===== src/rtl/core/ptzr_pkg.sv =====
// Shared types, constants and the command decoder for the PTZ control frame receiver.
// No dependencies; imported by every module of the block.
package ptzr_pkg;

  // Framing constants
  localparam logic [7:0] SYNC_BYTE  = 8'hFF;
  localparam logic [7:0] PRESET_MAX = 8'h20;
  localparam logic [2:0] PHASE_HUNT = 3'd0;
  localparam logic [2:0] PHASE_CSUM = 3'd6;
  localparam int unsigned BODY_LEN  = 5;

  // Frame status codes
  localparam logic [1:0] ST_ACCEPTED = 2'd0;
  localparam logic [1:0] ST_BAD_SUM  = 2'd1;
  localparam logic [1:0] ST_OTHER_AD = 2'd2;

  // Command classes
  localparam logic [3:0] CL_GOTO_PRESET  = 4'd0;
  localparam logic [3:0] CL_STOP         = 4'd1;
  localparam logic [3:0] CL_RIGHT        = 4'd2;
  localparam logic [3:0] CL_LEFT         = 4'd3;
  localparam logic [3:0] CL_DOWN         = 4'd4;
  localparam logic [3:0] CL_UP           = 4'd5;
  localparam logic [3:0] CL_ZOOM_IN      = 4'd6;
  localparam logic [3:0] CL_ZOOM_OUT     = 4'd7;
  localparam logic [3:0] CL_FOCUS_NEAR   = 4'd8;
  localparam logic [3:0] CL_FOCUS_FAR    = 4'd9;
  localparam logic [3:0] CL_IRIS_CLOSE   = 4'd10;
  localparam logic [3:0] CL_IRIS_OPEN    = 4'd11;
  localparam logic [3:0] CL_SET_PRESET   = 4'd12;
  localparam logic [3:0] CL_CLEAR_PRESET = 4'd13;
  localparam logic [3:0] CL_OTHER        = 4'd14;

  // Command byte codes
  localparam logic [7:0] CMD_GOTO    = 8'h07;
  localparam logic [7:0] CMD_RIGHT   = 8'h02;
  localparam logic [7:0] CMD_LEFT    = 8'h04;
  localparam logic [7:0] CMD_DOWN    = 8'h08;
  localparam logic [7:0] CMD_UP      = 8'h10;
  localparam logic [7:0] CMD_ZIN     = 8'h20;
  localparam logic [7:0] CMD_ZOUT    = 8'h40;
  localparam logic [7:0] CMD_FNEAR   = 8'h80;
  localparam logic [7:0] CMD1_FFAR   = 8'h10;
  localparam logic [7:0] CMD1_ICLOSE = 8'h02;
  localparam logic [7:0] CMD1_IOPEN  = 8'h04;
  localparam logic [7:0] CMD_SETP    = 8'h03;
  localparam logic [7:0] CMD_CLRP    = 8'h05;

  // Frame as seen by the result stage when the checksum byte is processed
  typedef struct packed {
    logic       done;
    logic       sum_ok;
    logic [7:0] addr;
    logic [7:0] cmd1;
    logic [7:0] cmd2;
    logic [7:0] data1;
    logic [7:0] data2;
  } frame_t;

  // Command decode, tests taken in priority order
  function automatic logic [3:0] classify(input logic [7:0] c1, input logic [7:0] c2,
                                          input logic [7:0] d1, input logic [7:0] d2);
    logic [3:0] cls;
    cls = CL_OTHER;
    if (c1 == 8'h00 && c2 == CMD_GOTO && d1 == 8'h00 && d2 <= PRESET_MAX) begin
      cls = CL_GOTO_PRESET;
    end else if (c1 == 8'h00 && c2 == 8'h00 && d1 == 8'h00 && d2 == 8'h00) begin
      cls = CL_STOP;
    end else if (c1 == 8'h00 && c2 == CMD_RIGHT) begin
      cls = CL_RIGHT;
    end else if (c1 == 8'h00 && c2 == CMD_LEFT) begin
      cls = CL_LEFT;
    end else if (c1 == 8'h00 && c2 == CMD_DOWN) begin
      cls = CL_DOWN;
    end else if (c1 == 8'h00 && c2 == CMD_UP) begin
      cls = CL_UP;
    end else if (c1 == 8'h00 && c2 == CMD_ZIN) begin
      cls = CL_ZOOM_IN;
    end else if (c1 == 8'h00 && c2 == CMD_ZOUT) begin
      cls = CL_ZOOM_OUT;
    end else if (c1 == 8'h00 && c2 == CMD_FNEAR) begin
      cls = CL_FOCUS_NEAR;
    end else if (c2 == 8'h00 && c1 == CMD1_FFAR) begin
      cls = CL_FOCUS_FAR;
    end else if (c2 == 8'h00 && c1 == CMD1_ICLOSE) begin
      cls = CL_IRIS_CLOSE;
    end else if (c2 == 8'h00 && c1 == CMD1_IOPEN) begin
      cls = CL_IRIS_OPEN;
    end else if (c1 == 8'h00 && c2 == CMD_SETP) begin
      cls = CL_SET_PRESET;
    end else if (c1 == 8'h00 && c2 == CMD_CLRP) begin
      cls = CL_CLEAR_PRESET;
    end
    return cls;
  endfunction

endpackage


===== src/rtl/core/ptzr_framer.sv =====
// Frame tracker: sync hunt, phase counter, body byte store and running checksum.
// Depends on ptzr_pkg.
module ptzr_framer
  import ptzr_pkg::*;
(
  input  logic         clk,
  input  logic         rst,
  input  logic         byte_fire,
  input  logic [7:0]   byte_in,
  output frame_t       frame
);

  logic [2:0] phase;
  logic [7:0] running_sum;
  logic [7:0] body [BODY_LEN];
  logic [2:0] body_idx;
  logic       hunting;

  assign hunting  = (phase == PHASE_HUNT) || (phase > PHASE_CSUM);
  assign body_idx = 3'(phase - 3'd1);

  // Phase and checksum; phase seven is treated as hunting
  always_ff @(posedge clk) begin
    if (rst) begin
      phase       <= PHASE_HUNT;
      running_sum <= 8'h00;
    end else if (byte_fire) begin
      if (hunting) begin
        phase       <= (byte_in == SYNC_BYTE) ? 3'd1 : PHASE_HUNT;
        running_sum <= 8'h00;
      end else if (phase < PHASE_CSUM) begin
        phase       <= 3'(phase + 3'd1);
        running_sum <= 8'(running_sum + byte_in);
      end else begin
        phase       <= PHASE_HUNT;
        running_sum <= 8'h00;
      end
    end
  end

  // Body bytes: address, cmd1, cmd2, data1, data2
  always_ff @(posedge clk) begin
    if (byte_fire && !hunting && phase < PHASE_CSUM) begin
      body[body_idx] <= byte_in;
    end
  end

  // Frame completes when the checksum byte is processed
  always_comb begin
    frame.done   = byte_fire && (phase == PHASE_CSUM);
    frame.sum_ok = (running_sum == byte_in);
    frame.addr   = body[0];
    frame.cmd1   = body[1];
    frame.cmd2   = body[2];
    frame.data1  = body[3];
    frame.data2  = body[4];
  end

endmodule


===== src/rtl/core/ptzr_result.sv =====
// Result stage: status and command decode of a completed frame into the output register.
// Depends on ptzr_pkg (frame_t, status codes, classify).
module ptzr_result
  import ptzr_pkg::*;
(
  input  logic         clk,
  input  logic         rst,
  input  frame_t       frame,
  input  logic [7:0]   dev_addr,
  input  logic         out_stall,
  output logic         out_valid,
  output logic [1:0]   frame_status,
  output logic [3:0]   command_class,
  output logic [7:0]   preset_number,
  output logic         pause_request,
  output logic [15:0]  command_bytes
);

  logic [1:0] status_next;
  logic [3:0] class_next;
  logic       pause_next;

  // Checksum is tested before the address
  always_comb begin
    if (!frame.sum_ok) begin
      status_next = ST_BAD_SUM;
    end else if (frame.addr != dev_addr) begin
      status_next = ST_OTHER_AD;
    end else begin
      status_next = ST_ACCEPTED;
    end
    class_next = classify(frame.cmd1, frame.cmd2, frame.data1, frame.data2);
    pause_next = (status_next == ST_ACCEPTED) &&
                 (class_next >= CL_RIGHT) && (class_next <= CL_IRIS_OPEN);
  end

  // Output valid: set on a completed frame, held while stalled
  always_ff @(posedge clk) begin
    if (rst) begin
      out_valid <= 1'b0;
    end else if (frame.done) begin
      out_valid <= 1'b1;
    end else if (!out_stall) begin
      out_valid <= 1'b0;
    end
  end

  // Output payload
  always_ff @(posedge clk) begin
    if (frame.done) begin
      frame_status  <= status_next;
      command_class <= class_next;
      preset_number <= frame.data2;
      pause_request <= pause_next;
      command_bytes <= {frame.cmd1, frame.cmd2};
    end
  end

endmodule


===== src/rtl/core/ptz_control_frame_receiver.sv =====
// PTZ control frame receiver: one byte per cycle, one result per completed seven-byte frame.
// The checksum byte passes the input register and then the result register;
// it waits in the input register behind a stalled result.
// Throughput: one byte per cycle; the input register stalls only while a result is stalled.
// Reset (rst, synchronous, active high): hunting for sync, sum cleared, address set to 1.
// Depends on ptzr_pkg, ptzr_framer and ptzr_result.
module ptz_control_frame_receiver
  import ptzr_pkg::*;
(
  input  logic         clk,
  input  logic         rst,
  input  logic         cfg_write,
  input  logic [7:0]   cfg_data,
  input  logic         in_valid,
  output logic         in_stall,
  input  logic [7:0]   rx_byte,
  output logic         out_valid,
  input  logic         out_stall,
  output logic [1:0]   frame_status,
  output logic [3:0]   command_class,
  output logic [7:0]   preset_number,
  output logic         pause_request,
  output logic [15:0]  command_bytes
);

  logic       in_hold_valid;
  logic [7:0] in_hold_byte;
  logic [7:0] device_address;
  logic       advance;
  logic       byte_fire;
  frame_t     frame;

  // Device address register
  always_ff @(posedge clk) begin
    if (rst) begin
      device_address <= 8'h01;
    end else if (cfg_write) begin
      device_address <= cfg_data;
    end
  end

  // Pipeline moves unless a result is held by the consumer
  assign advance   = !(out_valid && out_stall);
  assign byte_fire = in_hold_valid && advance;
  assign in_stall  = in_hold_valid && !advance;

  // Input register
  always_ff @(posedge clk) begin
    if (rst) begin
      in_hold_valid <= 1'b0;
    end else if (!in_stall) begin
      in_hold_valid <= in_valid;
    end
  end

  always_ff @(posedge clk) begin
    if (!in_stall && in_valid) begin
      in_hold_byte <= rx_byte;
    end
  end

  ptzr_framer u_framer (
    .clk       (clk),
    .rst       (rst),
    .byte_fire (byte_fire),
    .byte_in   (in_hold_byte),
    .frame     (frame)
  );

  ptzr_result u_result (
    .clk           (clk),
    .rst           (rst),
    .frame         (frame),
    .dev_addr      (device_address),
    .out_stall     (out_stall),
    .out_valid     (out_valid),
    .frame_status  (frame_status),
    .command_class (command_class),
    .preset_number (preset_number),
    .pause_request (pause_request),
    .command_bytes (command_bytes)
  );

endmodule


===== config.mk =====
export PLATFORM = sky130hd
export DESIGN_NAME = ptz_control_frame_receiver
export DESIGN_NICKNAME = d
export VERILOG_FILES = /design/src/rtl/core/ptzr_pkg.sv /design/src/rtl/core/ptzr_framer.sv /design/src/rtl/core/ptzr_result.sv /design/src/rtl/core/ptz_control_frame_receiver.sv
export SDC_FILE = /design/constraint.sdc
export NUM_CORES = 1
export LEC_CHECK = 0
export ABC_CLOCK_PERIOD_IN_PS = 4700
export BUFFER_PORTS_ARGS = -buffer_cell sky130_fd_sc_hd__buf_2
export CAP_MARGIN = 5
export CORE_ASPECT_RATIO = 0.9
export CORE_MARGIN = 10
export CORE_UTILIZATION = 48
export CTS_CLUSTER_SIZE = 14
export DETAILED_ROUTE_END_ITERATION = 16
export PLACE_DENSITY = 0.68
export REMOVE_ABC_BUFFERS = 1
export SYNTH_ARGS = -nofsm -noshare
export SYNTH_HDL_FRONTEND = slang
export SYNTH_SLANG_ARGS = --single-unit

===== constraint.sdc =====
create_clock -name clk -period 4.7 [get_ports clk]
set_input_delay 0.94 -clock clk [delete_from_list [all_inputs] [get_ports clk]]
set_output_delay 0.94 -clock clk [all_outputs]
set_load 0.005 [all_outputs]

==> summary.txt <==
Status
  • Status: finished, final reports clean

Detailed routing
  • Drt wl/cell: between 15 and 20 um
  • DRT antenna net count: 0
  • DR vias: around 2400
  • WL final: 7.20 mm
  • Detailed Routing Iterations Pass 1: 4
  • DR vias/cell: 5.30
  • DRT iter0 DRCs: roughly 150
  • Residual DRC: 0

GRT
  • Number of global-route vias before repair: approximately 2300
  • Initial antenna violation count: 0
  • Total GRT Usage: 0.120
  • First-pass GRT wire length: between 10 and 15 mm
  • Largest net degree at the start of global routing: 32
  • Grt ovf: 0

Run
  • # Max-Cap Violations: 0

STA
  • F_max: around 0.35 GHz
  • Final hold vios: 0
  • Hold slack: around 0.45 ns
  • Final setup violation count: 0
  • Fin crit share: 0.601
  • Fin worst setup slack: 1.87 ns
  • Max-slew violation count: 0
  • RSZ-0062 raised after global routing: no
  • Setup TNS: 0 ns
  • Slew HR: 0.229
  • Clk_skew: ~0.0098 ns
  • Worst-Margin Slew: between 1 and 1.5 ns
  • Period minus WS final: 2.83 ns

Yosys
  • Most used DFF post-synth: edfxtp_1
  • Yosys top cell by area: edfxtp_1
  • Number of enable-type register cells in the synthesized netlist: a little under 80
  • Yosys reg bits: 100
  • Post-synth cell types: between 40 and 50
  • Most common cell in the netlist: edfxtp_1
  • Synth Area per Inst: 14.2 um2
  • Sequential area share after synthesis: 0.698
  • Asr flop ratio synth: 0
  • Ys Warns: 0
  • Synth area leaders: edfxtp_1 59%, dfxtp_1 11%, ha_1 3.4%
  • Post-synth top cells: 79 x edfxtp_1, 31 x nor2_1, 21 x dfxtp_1
  • Synth top area share: 0.593
  • Synth Instances: 282
  • Synthesized area: ~4000 um2

Clocking
  • Clk_lat worst skew: about 0.36 ns
  • CTS resizes: 0
  • Clk buf depth: 2
  • CTS tree: built
  • Clk slew on worst S/H paths: ~0.090 ns
  • Root Driver: clkbuf_8
  • Inserted Clock Buffers: 9
  • H-tree Lvls: 3
  • Setup bufs post-CTS: 0
  • Clk sinks: 100
  • Hold Buf Count CTS: 0

Placed design
  • Hpwl dp: just over 5 mm
  • Setup WS pre-CTS: between 1.5 and 2 ns
  • Port Buffers: 53
  • Placed insts: 430
  • RePlAce Congestion: between 0.7 and 0.8
  • Area after DPL: between 4000 and 5000 um2

Power
  • Leakage: 1.62 nW
  • Sw Pwr: approximately 0.32 mW
  • Sw frac: 0.215
  • Power Dens Cells: ~330 nW/um2
  • Internal power: between 1 and 1.5 mW
  • Worst vdd ir: about 0.22 mV
  • Tot Pwr: around 1.5 mW
  • Combinational Power Share: 0.027
  • Clock share of power: 0.316
  • Seq pwr share: 0.657

Cells and area
  • Area Overhead vs Synth: 13.6%
  • Layout cells sized above 1: 0.222
  • Design Area, Final: about 4500 um2
  • Layout Cells excl Fill: 446
  • ANT cells: 0
  • Core Util, Final: 0.563
  • Final #Nets: about 380

Setup path
  • R2r setup slk: a little over 2 ns
  • Worst EP required: 4.68 ns
  • Worst Path Max Fanout: 10
  • Crit path launch type: input port
  • Arr. time, crit path: ~2.8 ns
  • Worst setup EP type: register
  • CP Class: input port to register

Hold path
  • Worst hold path class: register to register

Die
  • DIE AREA: ~12000 um2
  • Placeable Area: 8070 um2
  • Die X: 116 um
  • Num rows: 31
  • # IOs: 54
  • Die Height: 107 um
  • Starting Density: 0.496
-- layer usage --
metal / GRT usage / wire, um
met1: 0.158 / 3410
met5: 0 / 0
met3: 0.0412 / 478
met4: 0.0402 / 78
met2: 0.182 / 3230
-- worst paths after layout --
check                                                     from                             endpoint  cells past startpoint
worst min register to register   u_framer.body[1][0]$_DFFE_PP_  u_result.command_bytes[8]$_DFFE_PP_                      0
worst min-delay path             u_framer.body[1][0]$_DFFE_PP_  u_result.command_bytes[8]$_DFFE_PP_                      0
worst max-delay path                                 out_stall        u_framer.body[3][2]$_DFFE_PP_                      6
worst max register to register  u_framer.phase[0]$_SDFFE_PP0P_        u_framer.body[3][2]$_DFFE_PP_                      6
-- registers in the layout, indices dropped and copies added (netlist names) --
name and count:
u_result.pause_request 1, u_result.frame_status 2, u_framer.phase 3, in_hold_byte 8
device_address 8, u_framer.running_sum 8, u_framer.body 40, u_result.command_class 4
in_hold_valid 1, u_result.out_valid 1, u_result.command_bytes 16, u_result.preset_number 8
-- logic make-up (layout without fill, tap and decap cells) --
kind of cell	after synthesis	in the layout	synth area share
DFF	100	100	0.698
and+or+nand+nor	97	97	0.132
AOI/OAI and AO/OA	35	35	0.0570
xor gates and xnor gates	21	21	0.0460
adders and majority gates	12	12	0.0394
buffers and inverters	10	75	0.00939
muxes	7	7	0.0175
-- worst max-delay path: stages --
cell and delay (ns):
buf_2 0.10, nand2_1 0.09, and2_1 0.24, and3_1 0.43, nand2_1 0.18, nor3_1 0.81
-- area by class of cell --
| class | count | area, um2 |
|---|---|---|
| well taps | 99 | 124 |
| repair buffers | 54 | 273 |
| inverters | 5 | 18.8 |
| multi-input cells | 172 | 1170 |
| clock inverters | 6 | 38.8 |
| fillers | 650 | 3520 |
| clock buffers | 10 | 128 |
| flip-flops and latches | 100 | 2790 |
-- cells in the final DEF, fill, tap and decap left out, types with 2 or more instances in the layout --
cell	n
a21oi_1	12
a22oi_1	6
a32oi_1	2
and3_1	2
buf_2	53
clkbuf_8	9
clkinv_2	2
dfxtp_1	21
edfxtp_1	79
ha_1	11
inv_1	5
mux2i_1	7
nand2_1	14
nand3_1	8
nand3b_1	2
nand4_1	2
nor2_1	31
nor2b_1	2
nor3_1	11
nor4_1	6
o21ai_0	4
or3_1	3
or4_4	2
xnor2_1	9
xor2_1	12
-- power groups by stage --
| stage | clock network (mW) | registers (mW) | logic [mW] |
|---|---|---|---|
| after floorplan | 0 | 0.991 | 0.0247 |
| after global placement | 0 | 1.00 | 0.0398 |
| after detailed placement | 0 | 1.00 | 0.0411 |
| after CTS | 0.487 | 0.981 | 0.0412 |
| after global routing | 0.524 | 0.983 | 0.0467 |
| final | 0.472 | 0.981 | 0.0408 |
Note: power is estimated with default switching activity, not from simulation.
